## config.mk

```make
export PLATFORM = sky130hd
export DESIGN_NAME = process_priority_queue_flat
export DESIGN_NICKNAME = d
export VERILOG_FILES = /design/src/design/ppq_pkg.sv /design/src/design/ppq_if.sv /design/src/design/ppq_ram.sv /design/src/design/ppq_cmp.sv /design/src/design/process_priority_queue.sv /design/src/flat_wrapper.sv
export SDC_FILE = /design/constraint.sdc
export NUM_CORES = 1
export LEC_CHECK = 0
export BUFFER_PORTS_ARGS = -buffer_cell sky130_fd_sc_hd__buf_4
export CAP_MARGIN = 20
export CORE_ASPECT_RATIO = 1.5
export CORE_MARGIN = 10
export CORE_UTILIZATION = 46
export CTS_CLUSTER_SIZE = 40
export DETAILED_ROUTE_END_ITERATION = 6
export HOLD_SLACK_MARGIN = 0.03
export PLACE_DENSITY = 0.62
export SETUP_SLACK_MARGIN = 0.3
export SYNTH_ARGS = -nofsm -noshare
export SYNTH_HDL_FRONTEND = slang
export SYNTH_SLANG_ARGS = --single-unit
```

## constraint.sdc

```tcl
create_clock -name clock -period 8 [get_ports clock]
set_input_delay 0.4 -clock clock [delete_from_list [all_inputs] [get_ports clock]]
set_output_delay 0.4 -clock clock [all_outputs]
set_load 0.02 [all_outputs]
```

## src/design/ppq_pkg.sv

```systemverilog
// Package for the process priority queue: record layout, operation and
// status codes, compare modes. No dependencies.
package ppq_pkg;

   typedef struct packed {
      logic [15:0] id;
      logic [15:0] arrival;
      logic [15:0] burst;
      logic [7:0]  prio;
   } rec_type;

   typedef enum logic [1:0] {
      FUNC_INSERT = 2'd0,
      FUNC_APPEND = 2'd1,
      FUNC_POP    = 2'd2,
      FUNC_REMOVE = 2'd3
   } func_type;

   typedef enum logic [1:0] {
      STATUS_OK        = 2'd0,
      STATUS_EMPTY     = 2'd1,
      STATUS_NOT_FOUND = 2'd2,
      STATUS_FULL      = 2'd3
   } status_type;

   typedef enum logic [1:0] {
      CMP_PRIO = 2'd0,
      CMP_ID   = 2'd1,
      CMP_ANY  = 2'd2
   } cmp_mode_type;

endpackage

```

## src/design/ppq_if.sv

```systemverilog
// Valid/ready channel interfaces for the process priority queue requests
// and responses. No dependencies.
interface ppq_req_if;
   logic        valid;
   logic        ready;
   logic [1:0]  func;
   logic [15:0] proc_id;
   logic [15:0] arrival;
   logic [15:0] burst;
   logic [7:0]  prio;

   modport source (output valid, func, proc_id, arrival, burst, prio, input ready);
   modport sink (input valid, func, proc_id, arrival, burst, prio, output ready);
endinterface

interface ppq_rsp_if;
   logic        valid;
   logic        ready;
   logic [1:0]  status;
   logic [15:0] out_id;
   logic [15:0] out_arrival;
   logic [15:0] out_burst;
   logic [7:0]  out_prio;
   logic [4:0]  occupancy;

   modport source (output valid, status, out_id, out_arrival, out_burst, out_prio,
                   occupancy, input ready);
   modport sink (input valid, status, out_id, out_arrival, out_burst, out_prio,
                 occupancy, output ready);
endinterface

```

## src/design/ppq_ram.sv

```systemverilog
// Generic simple dual-port RAM: one write port, one read port with
// registered read data. No dependencies.
module ppq_ram #(
   parameter int WIDTH = 56,
   parameter int DEPTH = 16
) (
   input  logic                     clock,
   input  logic                     wr_en,
   input  logic [$clog2(DEPTH)-1:0] wr_addr,
   input  logic [WIDTH-1:0]         wr_data,
   input  logic [$clog2(DEPTH)-1:0] rd_addr,
   output logic [WIDTH-1:0]         rd_data
);

   logic [WIDTH-1:0] mem [DEPTH];
   logic [WIDTH-1:0] rd_data_ff;

   always_ff @(posedge clock) begin
      if (wr_en) begin
         mem[wr_addr] <= wr_data;
      end
      rd_data_ff <= mem[rd_addr];
   end

   assign rd_data = rd_data_ff;

endmodule

```

## src/design/ppq_cmp.sv

```systemverilog
// Shared record comparator of the process priority queue scan.
// Depends on ppq_pkg.
module ppq_cmp (
   input  ppq_pkg::cmp_mode_type mode,
   input  ppq_pkg::rec_type      entry,
   input  ppq_pkg::rec_type      key,
   output logic                  hit
);

   always_comb begin
      case (mode)
         ppq_pkg::CMP_PRIO: hit = (entry.prio >= key.prio);
         ppq_pkg::CMP_ID:   hit = (entry.id == key.id);
         ppq_pkg::CMP_ANY:  hit = 1'b1;
         default:           hit = 1'b0;
      endcase
   end

endmodule

```

## src/design/process_priority_queue.sv

```systemverilog
// Process priority queue top level: sequencer over the record RAM and the
// shared comparator. Depends on ppq_pkg, ppq_if, ppq_ram and ppq_cmp.
//
// Holds up to QUEUE_DEPTH process records in queue order in one RAM and
// serves one operation at a time; req_chan.ready is high only while idle.
// Every record visit goes through the RAM's single registered read port. An
// append or an insert into an empty queue writes the record straight in, and
// a full or empty failure goes straight to the result. Otherwise a pop, a
// remove or an insert scans from the front. An insert that meets a stored
// record whose priority is not below its own shifts that record and the rest
// up by one place and writes itself into the gap, else it lands at the back.
// A pop or a remove shifts the records behind its match down by one place; a
// remove that finds no match returns not found. The result is held in an
// output register and one transfer is made per operation; while the receiver
// stalls, the next operation waits for that register before it completes.
module process_priority_queue #(
   parameter int QUEUE_DEPTH = 16
) (
   input  logic            clock,
   input  logic            reset,
   ppq_req_if.sink         req_chan,
   ppq_rsp_if.source       rsp_chan
);

   localparam int AW = $clog2(QUEUE_DEPTH);
   localparam int CW = $clog2(QUEUE_DEPTH + 1);
   localparam int RW = $bits(ppq_pkg::rec_type);

   typedef enum logic [6:0] {
      S_IDLE     = 7'b0000001,
      S_SCAN_RD  = 7'b0000010,
      S_SCAN_CHK = 7'b0000100,
      S_SHIFT_RD = 7'b0001000,
      S_SHIFT_WR = 7'b0010000,
      S_PUT      = 7'b0100000,
      S_DONE     = 7'b1000000
   } state_type;

   state_type              state_ff, state_in;
   logic [CW-1:0]          count_ff, count_in;
   logic [CW-1:0]          idx_ff, idx_in;
   logic [CW-1:0]          pos_ff, pos_in;
   ppq_pkg::func_type      func_ff, func_in;
   ppq_pkg::rec_type       key_ff, key_in;
   ppq_pkg::status_type    res_status_ff, res_status_in;
   ppq_pkg::rec_type       res_rec_ff, res_rec_in;
   logic                   rsp_valid_ff, rsp_valid_in;
   ppq_pkg::status_type    rsp_status_ff, rsp_status_in;
   ppq_pkg::rec_type       rsp_rec_ff, rsp_rec_in;
   logic [CW-1:0]          rsp_occ_ff, rsp_occ_in;

   logic                   wr_en;
   logic [AW-1:0]          wr_addr;
   logic [RW-1:0]          wr_data;
   logic [AW-1:0]          rd_addr;
   logic [RW-1:0]          rd_data;
   ppq_pkg::rec_type       rd_rec;
   ppq_pkg::cmp_mode_type  cmp_mode;
   logic                   hit;
   logic [CW-1:0]          idx_p1;
   logic [CW-1:0]          idx_m1;
   logic [CW-1:0]          idx_p2;
   logic                   is_insert;
   logic                   req_accept;
   ppq_pkg::rec_type       req_rec;
   logic [CW+4:0]          occ_wide;

   ppq_ram #(
      .WIDTH (RW),
      .DEPTH (QUEUE_DEPTH)
   ) u_ram (
      .clock   (clock),
      .wr_en   (wr_en),
      .wr_addr (wr_addr),
      .wr_data (wr_data),
      .rd_addr (rd_addr),
      .rd_data (rd_data)
   );

   ppq_cmp u_cmp (
      .mode  (cmp_mode),
      .entry (rd_rec),
      .key   (key_ff),
      .hit   (hit)
   );

   assign rd_rec    = ppq_pkg::rec_type'(rd_data);
   assign idx_p1    = idx_ff + CW'(1);
   assign idx_m1    = idx_ff - CW'(1);
   assign idx_p2    = idx_ff + CW'(2);
   assign is_insert = (func_ff == ppq_pkg::FUNC_INSERT);

   assign req_chan.ready = (state_ff == S_IDLE);
   assign req_accept     = req_chan.valid && (state_ff == S_IDLE);

   assign req_rec.id      = req_chan.proc_id;
   assign req_rec.arrival = req_chan.arrival;
   assign req_rec.burst   = req_chan.burst;
   assign req_rec.prio    = req_chan.prio;

   always_comb begin
      case (func_ff)
         ppq_pkg::FUNC_INSERT: cmp_mode = ppq_pkg::CMP_PRIO;
         ppq_pkg::FUNC_REMOVE: cmp_mode = ppq_pkg::CMP_ID;
         default:              cmp_mode = ppq_pkg::CMP_ANY;
      endcase
   end

   always_comb begin
      state_in      = state_ff;
      count_in      = count_ff;
      idx_in        = idx_ff;
      pos_in        = pos_ff;
      func_in       = func_ff;
      key_in        = key_ff;
      res_status_in = res_status_ff;
      res_rec_in    = res_rec_ff;
      rsp_valid_in  = rsp_valid_ff && !rsp_chan.ready;
      rsp_status_in = rsp_status_ff;
      rsp_rec_in    = rsp_rec_ff;
      rsp_occ_in    = rsp_occ_ff;
      wr_en         = 1'b0;
      wr_addr       = idx_ff[AW-1:0];
      wr_data       = rd_data;
      rd_addr       = idx_ff[AW-1:0];

      case (state_ff)
         S_IDLE: begin
            if (req_accept) begin
               func_in = ppq_pkg::func_type'(req_chan.func);
               key_in  = req_rec;
               idx_in  = '0;
               if (req_chan.func == ppq_pkg::FUNC_INSERT ||
                   req_chan.func == ppq_pkg::FUNC_APPEND) begin
                  if (count_ff == CW'(QUEUE_DEPTH)) begin
                     res_status_in = ppq_pkg::STATUS_FULL;
                     res_rec_in    = '0;
                     state_in      = S_DONE;
                  end else if (req_chan.func == ppq_pkg::FUNC_APPEND ||
                               count_ff == '0) begin
                     pos_in   = count_ff;
                     state_in = S_PUT;
                  end else begin
                     state_in = S_SCAN_RD;
                  end
               end else if (count_ff == '0) begin
                  res_status_in = ppq_pkg::STATUS_EMPTY;
                  res_rec_in    = '0;
                  state_in      = S_DONE;
               end else begin
                  state_in = S_SCAN_RD;
               end
            end
         end
         S_SCAN_RD: begin
            state_in = S_SCAN_CHK;
         end
         S_SCAN_CHK: begin
            if (hit) begin
               if (is_insert) begin
                  // open a gap at the match: shift from the tail downwards
                  pos_in   = idx_ff;
                  idx_in   = count_ff;
                  state_in = S_SHIFT_RD;
               end else begin
                  res_rec_in    = rd_rec;
                  res_status_in = ppq_pkg::STATUS_OK;
                  if (idx_p1 == count_ff) begin
                     count_in = count_ff - CW'(1);
                     state_in = S_DONE;
                  end else begin
                     state_in = S_SHIFT_RD;
                  end
               end
            end else if (idx_p1 == count_ff) begin
               if (is_insert) begin
                  pos_in   = count_ff;
                  state_in = S_PUT;
               end else begin
                  res_status_in = ppq_pkg::STATUS_NOT_FOUND;
                  res_rec_in    = '0;
                  state_in      = S_DONE;
               end
            end else begin
               idx_in   = idx_p1;
               state_in = S_SCAN_RD;
            end
         end
         S_SHIFT_RD: begin
            rd_addr  = is_insert ? idx_m1[AW-1:0] : idx_p1[AW-1:0];
            state_in = S_SHIFT_WR;
         end
         S_SHIFT_WR: begin
            wr_en   = 1'b1;
            wr_addr = idx_ff[AW-1:0];
            wr_data = rd_data;
            if (is_insert) begin
               idx_in   = idx_m1;
               state_in = (idx_m1 == pos_ff) ? S_PUT : S_SHIFT_RD;
            end else begin
               idx_in = idx_p1;
               if (idx_p2 == count_ff) begin
                  count_in = count_ff - CW'(1);
                  state_in = S_DONE;
               end else begin
                  state_in = S_SHIFT_RD;
               end
            end
         end
         S_PUT: begin
            wr_en         = 1'b1;
            wr_addr       = pos_ff[AW-1:0];
            wr_data       = key_ff;
            count_in      = count_ff + CW'(1);
            res_status_in = ppq_pkg::STATUS_OK;
            res_rec_in    = key_ff;
            state_in      = S_DONE;
         end
         S_DONE: begin
            // hold until the output register is free
            if (!rsp_valid_ff || rsp_chan.ready) begin
               rsp_valid_in  = 1'b1;
               rsp_status_in = res_status_ff;
               rsp_rec_in    = res_rec_ff;
               rsp_occ_in    = count_ff;
               state_in      = S_IDLE;
            end
         end
         default: begin
            state_in = S_IDLE;
         end
      endcase
   end

   always_ff @(posedge clock) begin
      if (reset) begin
         state_ff     <= S_IDLE;
         count_ff     <= '0;
         rsp_valid_ff <= 1'b0;
      end else begin
         state_ff     <= state_in;
         count_ff     <= count_in;
         rsp_valid_ff <= rsp_valid_in;
      end
   end

   always_ff @(posedge clock) begin
      idx_ff        <= idx_in;
      pos_ff        <= pos_in;
      func_ff       <= func_in;
      key_ff        <= key_in;
      res_status_ff <= res_status_in;
      res_rec_ff    <= res_rec_in;
      rsp_status_ff <= rsp_status_in;
      rsp_rec_ff    <= rsp_rec_in;
      rsp_occ_ff    <= rsp_occ_in;
   end

   assign occ_wide = (CW + 5)'(rsp_occ_ff);

   assign rsp_chan.valid       = rsp_valid_ff;
   assign rsp_chan.status      = rsp_status_ff;
   assign rsp_chan.out_id      = rsp_rec_ff.id;
   assign rsp_chan.out_arrival = rsp_rec_ff.arrival;
   assign rsp_chan.out_burst   = rsp_rec_ff.burst;
   assign rsp_chan.out_prio    = rsp_rec_ff.prio;
   assign rsp_chan.occupancy   = occ_wide[4:0];

   a_count_bound: assert property (@(posedge clock) disable iff (reset)
      count_ff <= CW'(QUEUE_DEPTH))
      else $error("record count beyond queue depth");

   a_rsp_from_done: assert property (@(posedge clock) disable iff (reset)
      $rose(rsp_valid_ff) |-> $past(state_ff == S_DONE))
      else $error("response raised outside completion");

   a_fail_zero: assert property (@(posedge clock) disable iff (reset)
      (rsp_valid_ff && rsp_status_ff != ppq_pkg::STATUS_OK) |->
      (rsp_rec_ff.id == '0 && rsp_rec_ff.prio == '0 && rsp_rec_ff.burst == '0))
      else $error("failed operation returned a record");

endmodule

```

## src/flat_wrapper.sv

```systemverilog
// flat-port wrapper written by rule: the top's interface ports become plain ports
module process_priority_queue_flat 
#(
   parameter int QUEUE_DEPTH = 16
)
  (clock, reset, req_chan_valid, req_chan_func, req_chan_proc_id, req_chan_arrival, req_chan_burst, req_chan_prio, req_chan_ready, rsp_chan_valid, rsp_chan_status, rsp_chan_out_id, rsp_chan_out_arrival, rsp_chan_out_burst, rsp_chan_out_prio, rsp_chan_occupancy, rsp_chan_ready);
  ppq_req_if req_chan_i ();
  ppq_rsp_if rsp_chan_i ();
  input  logic clock;
  input  logic reset;
  input wire logic [$bits(req_chan_i.valid)-1:0] req_chan_valid;
  input wire logic [$bits(req_chan_i.func)-1:0] req_chan_func;
  input wire logic [$bits(req_chan_i.proc_id)-1:0] req_chan_proc_id;
  input wire logic [$bits(req_chan_i.arrival)-1:0] req_chan_arrival;
  input wire logic [$bits(req_chan_i.burst)-1:0] req_chan_burst;
  input wire logic [$bits(req_chan_i.prio)-1:0] req_chan_prio;
  output wire logic [$bits(req_chan_i.ready)-1:0] req_chan_ready;
  output wire logic [$bits(rsp_chan_i.valid)-1:0] rsp_chan_valid;
  output wire logic [$bits(rsp_chan_i.status)-1:0] rsp_chan_status;
  output wire logic [$bits(rsp_chan_i.out_id)-1:0] rsp_chan_out_id;
  output wire logic [$bits(rsp_chan_i.out_arrival)-1:0] rsp_chan_out_arrival;
  output wire logic [$bits(rsp_chan_i.out_burst)-1:0] rsp_chan_out_burst;
  output wire logic [$bits(rsp_chan_i.out_prio)-1:0] rsp_chan_out_prio;
  output wire logic [$bits(rsp_chan_i.occupancy)-1:0] rsp_chan_occupancy;
  input wire logic [$bits(rsp_chan_i.ready)-1:0] rsp_chan_ready;
  assign req_chan_i.valid = req_chan_valid;
  assign req_chan_i.func = req_chan_func;
  assign req_chan_i.proc_id = req_chan_proc_id;
  assign req_chan_i.arrival = req_chan_arrival;
  assign req_chan_i.burst = req_chan_burst;
  assign req_chan_i.prio = req_chan_prio;
  assign req_chan_ready = req_chan_i.ready;
  assign rsp_chan_valid = rsp_chan_i.valid;
  assign rsp_chan_status = rsp_chan_i.status;
  assign rsp_chan_out_id = rsp_chan_i.out_id;
  assign rsp_chan_out_arrival = rsp_chan_i.out_arrival;
  assign rsp_chan_out_burst = rsp_chan_i.out_burst;
  assign rsp_chan_out_prio = rsp_chan_i.out_prio;
  assign rsp_chan_occupancy = rsp_chan_i.occupancy;
  assign rsp_chan_i.ready = rsp_chan_ready;
  process_priority_queue #(.QUEUE_DEPTH(QUEUE_DEPTH)) u_core (.clock(clock), .reset(reset), .req_chan(req_chan_i), .rsp_chan(rsp_chan_i));
endmodule
```

==> results.sh <==
export IMPL_power_leakage_nw=18.5
export IMPL_vias_per_cell=5.69
export IMPL_dr_pass1_iters=6
export IMPL_yosys_area_top_type="edfxtp_1"
export IMPL_critPathArrivalTime_ps=5150
export IMPL_dieArea_um2=111000
export IMPL_wirelength_um=111000
export IMPL_cellPowerDensity_nw_per_um2=274
export IMPL_design_area_um2=51700
export IMPL_clock_root_buffer="clkbuf_16"
export IMPL_fmax_mhz=218
export IMPL_slew_headroom_pct=14.1
export IMPL_syn_inst=2888
export IMPL_htreeDepth=3
export IMPL_tns_ps=0
export IMPL_synthFlopType="edfxtp_1"
export IMPL_netlist_area_leader_share_pct=72.4
export IMPL_num_rows=140
export IMPL_p_int_mw=10.7
export IMPL_grt_usage_pct=19.9
export IMPL_tightest_slew_ps=1290
export IMPL_max_clock_path_buffers=3
export IMPL_combPwrFrac_pct=11.2
export IMPL_drc=0
export IMPL_critical_path_required_ps=8560
export IMPL_met2_usage_pct=32.7
export IMPL_ios=127
export IMPL_yosysUniqueCellTypes=65
export IMPL_gr_total_overflow=0
export IMPL_startpoint_type="flop"
export IMPL_syn_area_um2=45000
export IMPL_core_um2=97000
export IMPL_initial_core_util_pct=46.4
export IMPL_grt_pass1_vias=25700
export IMPL_fin_nets=3171
export IMPL_finalCritPeriodShare_pct=57.4
export IMPL_drive_gt1_share_pct=14.0
export IMPL_met1_usage_pct=26.6
export IMPL_rsz0062_at_grt="no"
export IMPL_ctsResizeCount=0
export IMPL_vias=25400
export IMPL_gp_congestion=0.831
export IMPL_antenna_cells=0
export IMPL_ys_ff_latch=1154
export IMPL_p_sw_mw=3.43
export IMPL_p_sw_share_pct=24.2
export IMPL_drt_wirelength_per_cell_um=25.0
export IMPL_cts_buffers=107
export IMPL_syn_num_nets=2967
export IMPL_cp_max_fo=182
export IMPL_setup_viol=0
export IMPL_fin_crit_ps=4590
export IMPL_max_cap_violations=0
export IMPL_gr_usage_met3_pct=3.25
export IMPL_grt_max_degree=183
export IMPL_portBuffers=126
export IMPL_fp_dieH_um=403
export IMPL_cts_sinks=1154
export IMPL_dp_hpwl_um=58300
export IMPL_avgSynthCellArea_um2=15.6
export IMPL_synth_top_cells_by_count="edfxtp_1, nor2_1, mux2i_1, nand2_1, nor3_1"
export IMPL_synth_most_common_cell="edfxtp_1"
export IMPL_ys_warn_count=0
export IMPL_status="complete, no violations"
export IMPL_drt_initial_drc_count=2473
export IMPL_crit_type="flop to flop"
export IMPL_antenna_found_initial=0
export IMPL_synth_edf_count=1085
export IMPL_cts_tree="yes"
export IMPL_total_power_mw=14.2
export IMPL_grt_busiest_layer="met2"
export IMPL_ys_async_sr_fraction_pct=0
export IMPL_hold_ws_ps=222
export IMPL_insertion_delay_ps=710
export IMPL_irDropWorstVdd_uv=185
export IMPL_syn2layout_area_growth_pct=14.9
export IMPL_die_w_um=275
export IMPL_cp_end_kind="flop"
export IMPL_finClkSkew_ps=26.2
export IMPL_hold_viol_final=0
export IMPL_postPlaceCellArea_um2=47500
export IMPL_synthTopCellsByArea="edfxtp_1, mux2i_1, nor2_1"
export IMPL_seqPwrFrac_pct=51.9
export IMPL_maxSlewViolCount=0
export IMPL_hp_class="input pin to flop"
export IMPL_clock_power_share_pct=36.9
export IMPL_grt_pass1_wl_um=165000
export IMPL_path_clk_slew_ps=60
export IMPL_ys_seq_area_share_pct=75.5
export IMPL_drtAntennaViolNets=0
power by group through the flow:
stage	clock network (mW)	registers [mW]	logic [mW]
final	5.23	7.34	1.58
after global routing	5.57	7.36	1.73
after CTS	5.33	7.34	1.58
after detailed placement	0	7.47	1.55
after global placement	0	7.47	1.49
after floorplan	0	7.40	1.06
critical path: stages, from the launching register on:
cell	delay (ps)
edfxtp_1	860
inv_2	220
ha_1	250
a21boi_0	370
nor3b_1	300
o21a_4	210
or2_4	240
buf_12	610
mux2i_1	250
o2bb2ai_1	210
or4_1	570
placed cells by master, fill, tap and decap left out, types with 5 or more instances in the layout:
cell type / count
edfxtp_1: 1085
nor2_1: 361
mux2i_1: 335
nand2_1: 277
buf_4: 181
nor3_1: 124
clkbuf_16: 107
dfxtp_1: 69
dlygate4sd3_1: 60
mux2_2: 58
or4_1: 58
o2bb2ai_1: 55
o32ai_1: 55
xnor2_1: 36
clkinv_2: 26
o21ai_0: 26
clkbuf_1: 22
a21oi_1: 20
inv_1: 19
nor2_4: 18
clkinv_1: 18
ha_1: 16
bufinv_16: 16
nand3_1: 9
xor2_1: 8
and3_1: 6
nand4_1: 6
a31oi_1: 6
or3_1: 5
nand2b_1: 5
nor3b_1: 5
nand2_2: 5
buf_12: 5
metrics by stage:
step,setup WS [ps],std cells,utilization (%)
4_1_cts,3480,4463,53.3
5_1_grt,3200,4463,53.3
3_3_place_gp,3550,4200,48.9
6_report,3410,4463,53.3
2_1_floorplan,1650,2888,-
3_5_place_dp,3500,4201,48.9
per-layer routing:
layer	share of wire (%)	up-vias	wire (um)
met5	0	-	0
met4	2.8	0	3100
met3	6.8	198	7530
met2	49	1002	54200
met1	42	12900	46600
li1	-	11300	-
layout make-up:
cell class | instances | area [um2]
clock buffers | 133 | 2820
clock inverters | 69 | 787
fillers | 7863 | 45400
inverters | 21 | 80.1
multi-input cells | 1562 | 10400
flip-flops and latches | 1154 | 34000
well taps | 1278 | 1600
repair buffers | 246 | 2060
timing repair:
action / 4_1_cts / 5_1_grt
hold endpoints to repair: 68 / 0
hold buffers: 60 / 0
setup buffers: 0 / 0
final timing paths:
kind | endpoint | cells after the start | start | slack [ps]
hold / removal | u_core.state_ff[4]$_SDFFE_PP0P_ | 3 | req_chan_valid | 220
setup / recovery | u_core.u_ram.rd_data[10]$_DFF_P_ | 10 | u_core.idx_ff[2]$_DFFE_PP_ | 3410
hold reg to reg | u_core.rsp_chan.out_prio[2]$_DFFE_PP_ | 0 | u_core.res_rec_ff[2]$_DFFE_PP_ | 420
setup reg to reg | u_core.u_ram.rd_data[10]$_DFF_P_ | 10 | u_core.idx_ff[2]$_DFFE_PP_ | 3410
state kept, by name, indices dropped and copies added (netlist names), 7 cells and up:
register	count
u_core.rsp_chan.out_arrival	16
u_core.state_ff	7
u_core.rsp_chan.out_prio	8
u_core.res_rec_ff	56
u_core.u_ram.rd_data	56
u_core.rsp_chan.out_burst	16
u_core.rsp_chan.out_id	16
u_core.u_ram.mem	896
u_core.key_ff	56
cell families (layout without fill, tap and decap cells):
family          count (synthesis)  in the layout  share of synthesized area [%]
mux                           395            395                           8.95
fa+ha+maj                      17             17                          0.489
flops                        1154           1154                           75.5
simple gates                  903            903                           8.78
buf+inv                       172            469                           1.92
xor+xnor                       45             45                          0.893
compound gates                202            202                           3.50
Note: power is estimated with default switching activity, not from simulation.
